<file path="config.mk">
export PLATFORM = sky130hd
export DESIGN_NAME = ant_tour_next_city_select_top_flat
export DESIGN_NICKNAME = d
export VERILOG_FILES = /design/src/hw/rtl/atncs_pkg.sv /design/src/hw/rtl/atncs_if.sv /design/src/hw/rtl/ant_tour_next_city_select_top.sv /design/src/hw/rtl/atncs_front.sv /design/src/hw/rtl/atncs_back.sv /design/src/flat_wrapper.sv
export SDC_FILE = /design/constraint.sdc
export NUM_CORES = 2
export LEC_CHECK = 0
export BUFFER_PORTS_ARGS = -buffer_cell sky130_fd_sc_hd__buf_2
export CORE_ASPECT_RATIO = 1.2
export CORE_UTILIZATION = 40
export CTS_CLUSTER_DIAMETER = 150
export DETAILED_ROUTE_END_ITERATION = 16
export PLACE_DENSITY = 0.52
export SLEW_MARGIN = 15
export SYNTH_ARGS = -nofsm -noshare
export SYNTH_HDL_FRONTEND = slang
export SYNTH_SLANG_ARGS = --single-unit
</file>
<file path="constraint.sdc">
create_clock -name clk_i -period 21.8 [get_ports clk_i]
set_clock_uncertainty 0.2 [all_clocks]
set_input_delay 4.36 -clock clk_i [delete_from_list [all_inputs] [get_ports clk_i]]
set_output_delay 4.36 -clock clk_i [all_outputs]
set_load 0.02 [all_outputs]
</file>
<file path="src/hw/rtl/atncs_pkg.sv">
// atncs_pkg: shared constants and the log2 fraction function for the ant tour next-city selector
// no dependencies
package atncs_pkg;

  localparam int unsigned LOG_INT_BITS = 6;
  localparam logic [23:0] PHER_BONUS = 24'd1000;
  localparam logic [23:0] MASK24 = 24'hFFFFFF;

  localparam logic [1:0] CFG_ALPHA = 2'd0;
  localparam logic [1:0] CFG_BETA  = 2'd1;
  localparam logic [1:0] CFG_CITIES = 2'd2;

  localparam logic REQ_START = 1'b0;
  localparam logic REQ_ROW   = 1'b1;

  // first fbits bits of log2(1 + k/256), repeated squaring of a Q1.30 mantissa
  function automatic logic [13:0] frac_entry(input logic [7:0] k, input int unsigned fbits);
    logic [63:0] m;
    logic [13:0] f;
    begin
      m = {46'd0, 1'b1, k, 9'd0} << 13;
      f = '0;
      for (int b = 0; b < 14; b++) begin
        if (b < fbits) begin
          m = (m * m) >> 30;
          f = {f[12:0], 1'b0};
          if (m >= (64'd1 << 31)) begin
            f[0] = 1'b1;
            m = m >> 1;
          end
        end
      end
      return f;
    end
  endfunction

endpackage

</file>
<file path="src/hw/rtl/atncs_if.sv">
// atncs_if: valid/ready channel interfaces for input, result and configuration
// depends on nothing
interface atncs_req_if;
  logic        valid;
  logic        ready;
  logic        req_type;
  logic [7:0]  start_index;
  logic [23:0] pher_value;
  logic [15:0] dist_value;
  modport source (output valid, req_type, start_index, pher_value, dist_value, input ready);
  modport sink (input valid, req_type, start_index, pher_value, dist_value, output ready);
endinterface

interface atncs_res_if;
  logic        valid;
  logic        ready;
  logic [7:0]  next_index;
  logic [23:0] pher_updated;
  logic [15:0] step_dist;
  logic [23:0] tour_total;
  logic        tour_done;
  modport source (output valid, next_index, pher_updated, step_dist, tour_total, tour_done,
                  input ready);
  modport sink (input valid, next_index, pher_updated, step_dist, tour_total, tour_done,
                output ready);
endinterface

interface atncs_cfg_if;
  logic       valid;
  logic       ready;
  logic [1:0] index;
  logic [8:0] data;
  modport source (output valid, index, data, input ready);
  modport sink (input valid, index, data, output ready);
endinterface

</file>
<file path="src/hw/rtl/ant_tour_next_city_select_top.sv">
// Ant tour next-city selector. Takes one item per cycle unless a held result waits on res.ready:
// a start item (req_type 0) or one row candidate. The last candidate of a row passes the input
// stage register and the back stage, which gives the row's result; an output register decouples results.
// depends on atncs_pkg, atncs_if, atncs_front, atncs_back
module ant_tour_next_city_select_top
  import atncs_pkg::*;
#(
  parameter int unsigned MAX_CITIES = 256,
  parameter int unsigned LOG_FRAC_BITS = 10
) (
  input logic clk_i,
  input logic rst_ni,
  atncs_req_if.sink   req,
  atncs_res_if.source res,
  atncs_cfg_if.sink   cfg
);
  localparam int unsigned LW = LOG_INT_BITS + LOG_FRAC_BITS;
  localparam int unsigned CAP = (MAX_CITIES < 256) ? MAX_CITIES : 256;

  logic [3:0] alpha_q, beta_q;
  logic [8:0] cities_q, lim;

  // input stage register (queue of one)
  logic q_vld_q;
  logic q_type_q;
  logic [7:0] q_sidx_q;
  logic [23:0] q_pher_q;
  logic [15:0] q_dist_q;
  logic [LW-1:0] lp, ld, lp_q, ld_q;

  logic o_vld_q;
  logic b_vld;
  logic [7:0] b_idx;
  logic [23:0] b_pher, b_tot;
  logic [15:0] b_dist;
  logic b_done;
  logic adv;

  assign cfg.ready = 1'b1;
  always_ff @(posedge clk_i or negedge rst_ni) begin
    if (!rst_ni) begin
      alpha_q <= 4'd1; beta_q <= 4'd1; cities_q <= 9'd256;
    end else if (cfg.valid) begin
      case (cfg.index)
        CFG_ALPHA: alpha_q <= cfg.data[3:0];
        CFG_BETA: beta_q <= cfg.data[3:0];
        CFG_CITIES: cities_q <= cfg.data;
        default: ;
      endcase
    end
  end

  assign lim = (cities_q < 9'd2) ? 9'd2 : ((cities_q > 9'(CAP)) ? 9'(CAP) : cities_q);

  atncs_front #(.LOG_FRAC_BITS(LOG_FRAC_BITS)) u_front (
    .pher_i(req.pher_value), .dist_i(req.dist_value), .lp_o(lp), .ld_o(ld)
  );

  // back stage may fire only if its possible result has room
  assign adv = q_vld_q && (!o_vld_q || res.ready);
  assign req.ready = !q_vld_q || adv;

  always_ff @(posedge clk_i or negedge rst_ni) begin
    if (!rst_ni) q_vld_q <= 1'b0;
    else if (req.ready) q_vld_q <= req.valid;
  end
  always_ff @(posedge clk_i) begin
    if (req.ready && req.valid) begin
      q_type_q <= req.req_type; q_sidx_q <= req.start_index;
      q_pher_q <= req.pher_value; q_dist_q <= req.dist_value;
      lp_q <= lp; ld_q <= ld;
    end
  end

  atncs_back #(.LOG_FRAC_BITS(LOG_FRAC_BITS)) u_back (
    .clk_i, .rst_ni, .vld_i(adv), .start_i(q_type_q == REQ_START),
    .start_idx_i(q_sidx_q), .pher_i(q_pher_q), .dist_i(q_dist_q), .lp_i(lp_q), .ld_i(ld_q),
    .alpha_i(alpha_q), .beta_i(beta_q), .lim_i(lim), .res_vld_o(b_vld), .res_idx_o(b_idx),
    .res_pher_o(b_pher), .res_dist_o(b_dist), .res_tot_o(b_tot), .res_done_o(b_done)
  );

  always_ff @(posedge clk_i or negedge rst_ni) begin
    if (!rst_ni) o_vld_q <= 1'b0;
    else if (b_vld) o_vld_q <= 1'b1;
    else if (res.ready) o_vld_q <= 1'b0;
  end
  always_ff @(posedge clk_i) begin
    if (b_vld) begin
      res.next_index <= b_idx; res.pher_updated <= b_pher; res.step_dist <= b_dist;
      res.tour_total <= b_tot; res.tour_done <= b_done;
    end
  end
  assign res.valid = o_vld_q;

  assert property (@(posedge clk_i) disable iff (!rst_ni) b_vld |-> adv)
    else $error("result without accepted item");
  assert property (@(posedge clk_i) disable iff (!rst_ni) o_vld_q && !res.ready |-> !b_vld)
    else $error("result overwritten");
  assert property (@(posedge clk_i) disable iff (!rst_ni) lim >= 9'd2 && lim <= 9'(CAP))
    else $error("city limit out of range");
endmodule

</file>
<file path="src/hw/rtl/atncs_front.sv">
// atncs_front: computes candidate score terms (log2 of pheromone and distance)
// depends on atncs_pkg
module atncs_front
  import atncs_pkg::*;
#(
  parameter int unsigned LOG_FRAC_BITS = 10
) (
  input  logic [23:0] pher_i,
  input  logic [15:0] dist_i,
  output logic [LOG_INT_BITS+LOG_FRAC_BITS-1:0] lp_o,
  output logic [LOG_INT_BITS+LOG_FRAC_BITS-1:0] ld_o
);
  localparam int unsigned LW = LOG_INT_BITS + LOG_FRAC_BITS;
  localparam int unsigned TW = 256 * LOG_FRAC_BITS;

  // fraction table, filled at elaboration
  function automatic logic [TW-1:0] build_frac_tab();
    logic [TW-1:0] t;
    logic [13:0] f;
    begin
      t = '0;
      for (int k = 0; k < 256; k++) begin
        f = frac_entry(8'(k), LOG_FRAC_BITS);
        t[k*LOG_FRAC_BITS +: LOG_FRAC_BITS] = f[LOG_FRAC_BITS-1:0];
      end
      return t;
    end
  endfunction

  localparam logic [TW-1:0] FRAC_TAB = build_frac_tab();

  function automatic logic [LW-1:0] log2f(input logic [23:0] v);
    logic [4:0] e;
    logic [31:0] w;
    logic [7:0] k;
    begin
      e = '0;
      for (int i = 1; i < 24; i++) begin
        if (v[i]) e = 5'(i);
      end
      w = {8'd0, v} << 8;
      k = w[e +: 8];
      return LW'({e, {LOG_FRAC_BITS{1'b0}}}) |
             LW'(FRAC_TAB[k*LOG_FRAC_BITS +: LOG_FRAC_BITS]);
    end
  endfunction

  assign lp_o = log2f(pher_i);
  assign ld_o = log2f({8'd0, dist_i});
endmodule

</file>
<file path="src/hw/rtl/atncs_back.sv">
// atncs_back: divides the log terms, tracks the running best and the visited map
// depends on atncs_pkg
module atncs_back
  import atncs_pkg::*;
#(
  parameter int unsigned LOG_FRAC_BITS = 10
) (
  input  logic clk_i,
  input  logic rst_ni,
  input  logic        vld_i,
  input  logic        start_i,
  input  logic [7:0]  start_idx_i,
  input  logic [23:0] pher_i,
  input  logic [15:0] dist_i,
  input  logic [LOG_INT_BITS+LOG_FRAC_BITS-1:0] lp_i,
  input  logic [LOG_INT_BITS+LOG_FRAC_BITS-1:0] ld_i,
  input  logic [3:0]  alpha_i,
  input  logic [3:0]  beta_i,
  input  logic [8:0]  lim_i,
  output logic        res_vld_o,
  output logic [7:0]  res_idx_o,
  output logic [23:0] res_pher_o,
  output logic [15:0] res_dist_o,
  output logic [23:0] res_tot_o,
  output logic        res_done_o
);
  localparam int unsigned LW = LOG_INT_BITS + LOG_FRAC_BITS;
  localparam int unsigned SW = LW + 1;
  localparam logic signed [SW-1:0] SCORE_MIN = {1'b1, {LW{1'b0}}};
  localparam int unsigned RS = LW + 4;
  localparam int unsigned RW = RS + 1;

  // rounded-up reciprocals of the divisors 1 to 15, exact for any LW-bit dividend
  function automatic logic [16*RW-1:0] build_recip();
    logic [16*RW-1:0] t;
    longint unsigned r;
    begin
      t = '0;
      for (int d = 1; d < 16; d++) begin
        r = ((64'd1 << RS) + 64'(d) - 64'd1) / 64'(d);
        t[d*RW +: RW] = RW'(r);
      end
      return t;
    end
  endfunction

  localparam logic [16*RW-1:0] RECIP_TAB = build_recip();

  logic [255:0] vis_q, vis_d;
  logic [7:0] org_q, org_d;
  logic [8:0] cnt_q, cnt_d;
  logic signed [SW-1:0] bs_q, bs_d;
  logic [7:0] bi_q, bi_d;
  logic [23:0] bp_q, bp_d;
  logic [15:0] bd_q, bd_d;
  logic any_q, any_d;
  logic [23:0] sum_q, sum_d;

  logic [3:0] ad, bd;
  logic [RW-1:0] ra, rb;
  logic [LW+RS-1:0] pa, pb;
  logic [LW-1:0] qa, qb;
  logic signed [SW-1:0] score;
  logic elig, last;
  logic [24:0] p_sum, t_sum;

  assign ad = (alpha_i == 4'd0) ? 4'd1 : alpha_i;
  assign bd = (beta_i == 4'd0) ? 4'd1 : beta_i;

  assign ra = RECIP_TAB[ad*RW +: RW];
  assign rb = RECIP_TAB[bd*RW +: RW];
  assign pa = lp_i * ra;
  assign pb = ld_i * rb;
  assign qa = pa[LW+RS-1:RS];
  assign qb = pb[LW+RS-1:RS];
  assign score = (pher_i == 24'd0) ? SCORE_MIN
               : $signed({1'b0, qa}) - $signed({1'b0, qb});
  assign elig = !vis_q[cnt_q[7:0]] && (dist_i != 16'd0);
  assign last = (cnt_q + 9'd1) >= lim_i;

  always_comb begin
    vis_d = vis_q; org_d = org_q; cnt_d = cnt_q; bs_d = bs_q; bi_d = bi_q;
    bp_d = bp_q; bd_d = bd_q; any_d = any_q; sum_d = sum_q;
    p_sum = '0;
    t_sum = '0;
    res_vld_o = 1'b0;
    res_idx_o = org_q;
    res_pher_o = '0;
    res_dist_o = '0;
    res_tot_o = sum_q;
    res_done_o = 1'b1;
    if (vld_i && start_i) begin
      if ({1'b0, start_idx_i} < lim_i) begin
        vis_d = '0;
        vis_d[start_idx_i] = 1'b1;
        org_d = start_idx_i;
        sum_d = '0;
        cnt_d = '0; bs_d = SCORE_MIN; bi_d = '0; bp_d = '0; bd_d = '0; any_d = 1'b0;
      end
    end else if (vld_i) begin
      if (elig && (!any_q || score >= bs_q)) begin
        bs_d = score; bi_d = cnt_q[7:0]; bp_d = pher_i; bd_d = dist_i; any_d = 1'b1;
      end
      cnt_d = cnt_q + 9'd1;
      if (last) begin
        res_vld_o = 1'b1;
        if (any_d) begin
          p_sum = {1'b0, bp_d} + {1'b0, PHER_BONUS};
          t_sum = {1'b0, sum_q} + {9'd0, bd_d};
          res_idx_o = bi_d;
          res_pher_o = p_sum[24] ? MASK24 : p_sum[23:0];
          res_dist_o = bd_d;
          res_tot_o = t_sum[24] ? MASK24 : t_sum[23:0];
          res_done_o = 1'b0;
          sum_d = res_tot_o;
          vis_d[bi_d] = 1'b1;
        end
        cnt_d = '0; bs_d = SCORE_MIN; bi_d = '0; bp_d = '0; bd_d = '0; any_d = 1'b0;
      end
    end
  end

  always_ff @(posedge clk_i or negedge rst_ni) begin
    if (!rst_ni) begin
      vis_q <= '0; org_q <= '0; cnt_q <= '0; bs_q <= SCORE_MIN; bi_q <= '0;
      bp_q <= '0; bd_q <= '0; any_q <= 1'b0; sum_q <= '0;
    end else begin
      vis_q <= vis_d; org_q <= org_d; cnt_q <= cnt_d; bs_q <= bs_d; bi_q <= bi_d;
      bp_q <= bp_d; bd_q <= bd_d; any_q <= any_d; sum_q <= sum_d;
    end
  end

  assert property (@(posedge clk_i) disable iff (!rst_ni) !any_q |-> bs_q == SCORE_MIN)
    else $error("best score set without eligible candidate");
  assert property (@(posedge clk_i) disable iff (!rst_ni) cnt_q <= 9'd256)
    else $error("candidate count overflow");
  assert property (@(posedge clk_i) disable iff (!rst_ni)
    res_vld_o && !res_done_o |=> vis_q[$past(res_idx_o)])
    else $error("chosen city not marked visited");
endmodule

</file>
<file path="src/flat_wrapper.sv">
// flat-port wrapper written by rule: the top's interface ports become plain ports
module ant_tour_next_city_select_top_flat import atncs_pkg::*;
#(
  parameter int unsigned MAX_CITIES = 256,
  parameter int unsigned LOG_FRAC_BITS = 10
)
  (clk_i, rst_ni, req_valid, req_req_type, req_start_index, req_pher_value, req_dist_value, req_ready, res_valid, res_next_index, res_pher_updated, res_step_dist, res_tour_total, res_tour_done, res_ready, cfg_valid, cfg_index, cfg_data, cfg_ready);
  atncs_req_if req_i ();
  atncs_res_if res_i ();
  atncs_cfg_if cfg_i ();
  input logic clk_i;
  input logic rst_ni;
  input wire logic [$bits(req_i.valid)-1:0] req_valid;
  input wire logic [$bits(req_i.req_type)-1:0] req_req_type;
  input wire logic [$bits(req_i.start_index)-1:0] req_start_index;
  input wire logic [$bits(req_i.pher_value)-1:0] req_pher_value;
  input wire logic [$bits(req_i.dist_value)-1:0] req_dist_value;
  output wire logic [$bits(req_i.ready)-1:0] req_ready;
  output wire logic [$bits(res_i.valid)-1:0] res_valid;
  output wire logic [$bits(res_i.next_index)-1:0] res_next_index;
  output wire logic [$bits(res_i.pher_updated)-1:0] res_pher_updated;
  output wire logic [$bits(res_i.step_dist)-1:0] res_step_dist;
  output wire logic [$bits(res_i.tour_total)-1:0] res_tour_total;
  output wire logic [$bits(res_i.tour_done)-1:0] res_tour_done;
  input wire logic [$bits(res_i.ready)-1:0] res_ready;
  input wire logic [$bits(cfg_i.valid)-1:0] cfg_valid;
  input wire logic [$bits(cfg_i.index)-1:0] cfg_index;
  input wire logic [$bits(cfg_i.data)-1:0] cfg_data;
  output wire logic [$bits(cfg_i.ready)-1:0] cfg_ready;
  assign req_i.valid = req_valid;
  assign req_i.req_type = req_req_type;
  assign req_i.start_index = req_start_index;
  assign req_i.pher_value = req_pher_value;
  assign req_i.dist_value = req_dist_value;
  assign req_ready = req_i.ready;
  assign res_valid = res_i.valid;
  assign res_next_index = res_i.next_index;
  assign res_pher_updated = res_i.pher_updated;
  assign res_step_dist = res_i.step_dist;
  assign res_tour_total = res_i.tour_total;
  assign res_tour_done = res_i.tour_done;
  assign res_i.ready = res_ready;
  assign cfg_i.valid = cfg_valid;
  assign cfg_i.index = cfg_index;
  assign cfg_i.data = cfg_data;
  assign cfg_ready = cfg_i.ready;
  ant_tour_next_city_select_top #(.MAX_CITIES(MAX_CITIES), .LOG_FRAC_BITS(LOG_FRAC_BITS)) u_core (.clk_i(clk_i), .rst_ni(rst_ni), .req(req_i), .res(res_i), .cfg(cfg_i));
endmodule
</file>
* Word-level counts from Yosys, hierarchy flattened
Index checks and enable logic that the tools add are counted.
** Cells by class
- Magnitude comparators :: 10
- Equality and inequality tests :: 3
- Add/subtract/negate cells :: 4
- Mux-type cells :: 108
- Bitwise gates (word level) :: 7
- Shifts and indexed selects :: 6
- Reductions and logical operators :: 33
- Divide/modulo/power cells :: 0
- Multipliers :: 6
** Operators with widths (number)
- 2560-bit by 13-bit variable part select with 10-bit output (first input constant) :: 2
- 256-bit two-way mux :: 5
- 336-bit by 10-bit variable part select with 21-bit output (first input constant) :: 2
- 24-bit two-way mux :: 14
- 256-bit bitwise OR :: 1
- 5-bit two-way mux :: 36
- 16-bit two-way mux :: 7
- 17-bit two-way mux :: 6
- 8-bit two-way mux :: 11
- 16-bit by 21-bit multiplier with 36-bit output :: 2
- 32-bit by 6-bit variable part select with 8-bit output :: 2
- 9-bit two-way mux :: 6
- 15-bit by 10-bit bitwise OR with 15-bit output :: 2
- 8-bit by 9-bit less-than comparator with 1-bit output (second input constant) :: 3
- 24-bit by 10-bit adder with 25-bit output (second input constant) :: 1
- 24-bit by 16-bit adder with 25-bit output :: 1
- 24-bit logical NOT :: 1
- 8-bit by 3-bit multiplier with 11-bit output (second input constant) :: 2
- 4-bit by 5-bit multiplier with 9-bit output (second input constant) :: 2
- 1-bit two-way mux :: 18
- 17-bit greater-or-equal comparator :: 1
- 16-bit by 16-bit subtractor with 17-bit output :: 1
- 1-bit demux with 8-bit select :: 2
- 8-bit by 1-bit greater-or-equal comparator with 1-bit output (second input constant) :: 2
- 24 further kinds :: 47
** Word-level totals
- Bits in registers :: 536
- Logic and storage cells :: 202
- ROM bits :: 0
- Latch bits :: 0
- Memory bits (writable) :: 0
- Input bits :: 65
- Output and inout bits :: 76
- Memories :: 0

* Logic depth before layout (Yosys ltp)
- Depth after elaboration :: 27
- Gate-level depth with buffers :: 77
- Gate-level depth less buffers :: 69

* Hierarchy
Synthesis repeated with hierarchy kept, for this count alone.
** Second synthesis, totals
- Cells, all modules :: 6322
- Area total of the unflattened synthesis :: 56510.4 um^2
** Modules (own cells, without submodules)
- atncs_back :: area an instance 43352.8 um^2, seq. area each 9085.0 um^2, times used 1, cells each 4828
- atncs_front :: area an instance 7694.9 um^2, seq. area each 0.0 um^2, times used 1, cells each 1278
- ant_tour_next_city_select_top :: area an instance 5462.7 um^2, seq. area each 5103.6 um^2, times used 1, cells each 216

* Least setup slack after synthesis
Ideal clock, no wire load.
- Kind :: reg2reg
- From :: register u_core.alpha_q[0]
- To :: register u_core.u_back.sum_q[21]
- Library setup time :: 100 ps
- Stages on the path, launching flop included :: 68
- Required time :: 21500 ps
- Clock period less this slack :: 14350 ps
- Path buffers :: 7
- Path slack :: 7450 ps
- Data arrival time :: 14051 ps
- Path through :: dfstp_2 > clkbuf_1 > clkbuf_1 > nand2_1 > a221oi_1 > clkbuf_1 > nand2_1 > fa_1 > fa_1 > fa_1 > fa_1 > inv_1 > fa_1 > fa_1 > ha_1 > o21a_1 > o21a_1 > o21ai_0 > (+32 left out) > buf_2 > buf_1 > mux2i_1 > inv_1 > ha_1 > a21o_1 > a21oi_1 > o21ai_0 > a21oi_1 > o21ai_0 > a21oi_1 > o211ai_1 > o311a_1 > and4_1 > o311ai_0 > nor2_1 > and2_1 > a311oi_1
** Between the ends
- Longest elaborated chain between the ends :: 19
- Elaborated cells between the ends (all ways) :: 22
- Classes of those cells :: 2 x add/sub; 2 x mul; 1 x order compare; 1 x shift; 13 x mux; 3 x reduce/logical
** RTL lines
- start: declaration :: line ant_tour_next_city_select_top.sv:20 : logic [3:0] alpha_q, beta_q;
- start signal: assignment :: line ant_tour_next_city_select_top.sv:45 : CFG_ALPHA: alpha_q <= cfg.data[3:0];
- 4-bit logical NOT :: line atncs_back.sv:67 : assign ad = (alpha_i == 4'd0) ? 4'd1 : alpha_i;
- 4-bit two-way mux * :: line atncs_back.sv:67
- 4-bit by 5-bit multiplier with 9-bit output * :: line atncs_back.sv:70 : assign ra = RECIP_TAB[ad*RW +: RW];
- 336-bit by 10-bit variable part select with 21-bit output * :: line atncs_back.sv:70
- 16-bit by 21-bit multiplier with 36-bit output * :: line atncs_back.sv:72 : assign pa = lp_i * ra;
- 16-bit by 16-bit subtractor with 17-bit output * :: line atncs_back.sv:77 : : $signed({1'b0, qa}) - $signed({1'b0, qb});
- 17-bit two-way mux * :: line atncs_back.sv:76 : assign score = (pher_i == 24'd0) ? SCORE_MIN
- 17-bit greater-or-equal comparator * :: line atncs_back.sv:101 : if (elig && (!any_q || score >= bs_q)) begin
- 1-bit logical OR * :: line atncs_back.sv:101
- 1-bit logical AND * :: line atncs_back.sv:101
- 16-bit two-way mux :: line atncs_back.sv:101
- 16-bit two-way mux :: line atncs_back.sv:100 : end else if (vld_i) begin
- 16-bit two-way mux :: line atncs_back.sv:92 : if (vld_i && start_i) begin
- 24-bit by 16-bit adder with 25-bit output :: line atncs_back.sv:109 : t_sum = {1'b0, sum_q} + {9'd0, bd_d};
- 24-bit two-way mux :: line atncs_back.sv:113 : res_tot_o = t_sum[24] ? MASK24 : t_sum[23:0];
- 24-bit two-way mux * (3 in a row)
- 24-bit two-way mux * :: line atncs_back.sv:92
- end signal: assignment :: line atncs_back.sv:126 : bp_q <= '0; bd_q <= '0; any_q <= 1'b0; sum_q <= '0;
- end signal: assignment :: line atncs_back.sv:129 : bp_q <= bp_d; bd_q <= bd_d; any_q <= any_d; sum_q <= sum_d;
- end: declaration :: line atncs_back.sv:57 : logic [23:0] sum_q, sum_d;
Every way passes the cells marked *; elsewhere a longest branch is shown, timed or not. The select of a mux whose other input is x is not followed.
A chain may end at the register's enable or synchronous reset.

* Worst setup path after layout
- From :: register u_core.beta_q[1]
- To :: register u_core.u_back.sum_q[21]
** Between the ends
- Longest elaborated chain between the ends :: 19
- Elaborated cells between the ends (all ways) :: 22
- Classes of those cells :: 2 x add/sub; 2 x mul; 1 x order compare; 1 x shift; 13 x mux; 3 x reduce/logical
** RTL lines
- start: declaration :: line ant_tour_next_city_select_top.sv:20
- start signal: assignment :: line ant_tour_next_city_select_top.sv:46 : CFG_BETA: beta_q <= cfg.data[3:0];
- 4-bit logical NOT :: line atncs_back.sv:68 : assign bd = (beta_i == 4'd0) ? 4'd1 : beta_i;
- 4-bit two-way mux * :: line atncs_back.sv:68
- 4-bit by 5-bit multiplier with 9-bit output * :: line atncs_back.sv:71 : assign rb = RECIP_TAB[bd*RW +: RW];
- 336-bit by 10-bit variable part select with 21-bit output * :: line atncs_back.sv:71
- 16-bit by 21-bit multiplier with 36-bit output * :: line atncs_back.sv:73 : assign pb = ld_i * rb;
- 16-bit by 16-bit subtractor with 17-bit output * :: line atncs_back.sv:77
- 17-bit two-way mux * :: line atncs_back.sv:76
- 17-bit greater-or-equal comparator * :: line atncs_back.sv:101
- 1-bit logical OR * :: line atncs_back.sv:101
- 1-bit logical AND * :: line atncs_back.sv:101
- 16-bit two-way mux :: line atncs_back.sv:101
- 16-bit two-way mux :: line atncs_back.sv:100
- 16-bit two-way mux :: line atncs_back.sv:92
- 24-bit by 16-bit adder with 25-bit output :: line atncs_back.sv:109
- 24-bit two-way mux :: line atncs_back.sv:113
- 24-bit two-way mux * (3 in a row)
- 24-bit two-way mux * :: line atncs_back.sv:92
Marks and branches as above.

==> flow_summary_export.csv <==
group,metric,value,unit
critical_path,cp.required,22.17,ns
critical_path,crit_top_cell,"a21oi_1",
floorplanning,row_count,148,
critical_path,cp_max_fo,28,
synth,syn_inst,6284,
critical_path,regToRegStartpoint,"u_core.beta_q[1]",
cts,clk_latency,0.68,ns
route,wire_per_inst,23.2,um
cts,htreeDepth,2,
status,status,"finished, final reports clean",
cts,cts.hold.buffers_added,0,
synth,synth_warnings,0,
min_path,hold_path_startpoint,"u_core.u_back.bd_q[0]",
floorplanning,dieArea,0.138,mm2
grt,grt_pass1_vias,47100,
synth,syn-cell-area,0.0546,mm2
timing,rsz0062_at_grt,"no",
cts,cts_resized,0,
placed_design,dpl.hpwl,123,mm
finish,syn_to_final_growth,8.05,%
cts,clkSlewWorstSetupHoldPaths,0.06,ns
route,vias_per_cell,5.83,
critical_path,crit_start,"u_core.beta_q[1]",
synth,yosysTopAreaCell,"fa_1",
cts,cts_setup_buffers,0,
min_path,hp-class,"register to register",
synth,synth_cell_types,89,
floorplanning,core,0.136,mm2
critical_path,cp-start-kind,"register",
placed_design,placedCellCount,7874,
synth,ys_seq_area_share,25.8,%
synth,synth_fp_nets,7144,
synth,dominantRegCellSynth,"dfrtp_1",
placed_design,gp_congestion,0.921,
synth,syn_avg_cell_area,8.69,um2
route,drc_errors,0,
critical_path,worstSetupEndpointType,"register",
timing,final.setup.tns,0,ns
cts,cts_tree,"built",
route,routed_wl,185,mm
cts,cts_made_buffers,60,
placed_design,placed_area,0.0569,mm2
grt,antenna_found_initial,6,
route,drtIter0Drc,4337,
grt,grt_pass1_wl,287,mm
finish,drive_gt1_share,9.59,%
critical_path,crit_type,"register to register",
floorplanning,ioPinCount,141,
critical_path,arrival,15.88,ns
critical_path,critPathMaxStageDelay,0.96,ns
finish,nets,6996,
route,postRouteAntennaNets,0,
finish,layout_common_cells,"711 x a21oi_1, 666 x nand2_1, 666 x inv_1",
timing,worstMarginPinSlew,1.25,ns
synth,synth_top_area_share,17.3,%
finish,fin_cells,7990,
placed_design,portBuffers,139,
floorplanning,fp.dieW,339,um
timing,fin_crit_sh,71.1,%
finish,layout_commonest_cell,"a21oi_1",
cts,cts_sinks,533,
floorplanning,initial_core_util,40.3,%
grt,grt_max_degree,152,
route,first_pass_iters,6,
synth,yosys-top-cells-area,"fa_1 17%, dfrtp_1 17%, edfxtp_1 8.3%, ha_1 7.4%, a21oi_1 6.5%",
synth,synth_edf_count,151,
grt,globalRouteOverflowTotal,0,
critical_path,crit_slowest_cell,"a2111oi_1",
synth,synth-seq-cells,533,
timing,hold_violations,0,
route,vias,46500,
grt,grt_usage,26.7,%
finish,post-route-cell-area,0.0590,mm2
floorplanning,die_h,407,um
cts,clk_path_buf_depth,3,
timing,timing.fmax,64.5,MHz
run,cap_violations,0,
finish,final_util,43.6,%
timing,period_minus_slack,15.51,ns
cts,cts_root_buf,"clkbuf_16",
timing,drv_slew,0,
timing,setup_viol,0,
timing,max_slew_margin,16.0,%
synth,async_flop_share,71.7,%
-- Yosys cell counts (all sizes together) (23+ instances only) --
| cell | count |
|---|---|
| xor2 | 35 |
| nor2 | 513 |
| mux4 | 87 |
| o21ai | 482 |
| a21oi | 715 |
| buf | 87 |
| nor2b | 25 |
| a22o | 43 |
| a211oi | 54 |
| xnor2 | 52 |
| mux2 | 35 |
| nand2b | 39 |
| a21o | 60 |
| o21a | 23 |
| nand2 | 670 |
| dfrtp | 378 |
| edfxtp | 151 |
| nand3 | 74 |
| clkbuf | 382 |
| and2 | 255 |
| nor4 | 33 |
| nor3 | 68 |
| fa | 473 |
| o211ai | 41 |
| ha | 322 |
| mux2i | 80 |
| a221oi | 24 |
| inv | 669 |
| a31oi | 39 |
| o22ai | 26 |
-- registers in the layout, summed over array words and instances (netlist names), 4 cells and up --
signal                   flops
u_core.u_back.vis_q        256
u_core.q_pher_q             24
u_core.res.pher_updated     24
u_core.res.tour_total       24
u_core.u_back.bp_q          24
u_core.u_back.sum_q         24
u_core.u_back.bs_q          17
u_core.q_dist_q             16
u_core.res.step_dist        16
u_core.u_back.bd_q          16
u_core.lp_q                 15
u_core.ld_q                 14
u_core.cities_q              9
u_core.u_back.cnt_q          9
u_core.q_sidx_q              8
u_core.res.next_index        8
u_core.u_back.bi_q           8
u_core.u_back.org_q          8
u_core.alpha_q               4
u_core.beta_q                4
-- critical path, delay by kind of cell (launching register included) --
kind	cells	cell delay, ns
flip-flops	1	0.71
XOR/XNOR	2	0.25
adder cells (fa/ha/maj)	10	3.82
multiplexers	2	0.56
buffers and inverters	8	0.96
AO/OA/AOI/OAI	28	6.29
AND/OR/NAND/NOR	11	2.56
-- per-layer routing --
metal / part of all wire (%) / global-route usage, % / routed length, um / vias up
met3: 5.4 / 2.77 / 10000 / 441
li1: - / - / - / 21200
met4: 5.8 / 13.6 / 10700 / 6
met1: 40 / 33.1 / 73800 / 23300
met2: 49 / 46.1 / 90800 / 1694
met5: 0.017 / 0 / 31 / -
-- stage by stage --
step	setup slack (ns)	hold WS [ns]
finish	6.29	0.278
global route	5.08	0.302
CTS	6.34	0.281
detailed placement	6.41	0.265
global placement	6.62	0.257
floorplan	7.45	0.246
-- kinds of logic (layout without fill, tap and decap cells) --
group	after synthesis	count (layout)	share of synthesized area, %
adder cells (fa/ha/maj)	796	796	24.7
other	1	6	0.00686
multiplexers	202	202	5.89
AO/OA/AOI/OAI	1725	1725	18.7
XOR/XNOR	87	87	1.39
AND/OR/NAND/NOR	1795	1795	15.3
flip-flops	533	533	25.8
buffers and inverters	1145	1046	8.11
-- path summary, 6_finish.rpt --
path                                            endpoint  slack, ns  cells after the start
min in group asynchronous       u_core.u_back.vis_q[191]       3.56                      1
worst min register to register     u_core.u_back.bd_q[0]       0.28                      2
worst max-delay path             u_core.u_back.sum_q[21]       6.29                     61
worst max register to register   u_core.u_back.sum_q[21]       6.29                     61
worst min-delay path               u_core.u_back.bd_q[0]       0.28                      2
max in group asynchronous         u_core.u_back.cnt_q[0]      15.36                      3
-- area by class of cell --
type                            instances  area, um2
Timing Repair Buffer                  259       1620
Multi-Input combinational cell       4606      36400
Clock buffer                           77       1690
Inverter                              676       2540
Tap cell                             1800       2250
Antenna cell                            5       12.5
Sequential cell                       533      14100
Fill cell                           13500      76500
Clock inverter                         34        433
Power is left out: the tool's default activity adds up to more than one toggle a clock period on the data nets, which glitch-free logic cannot reach.
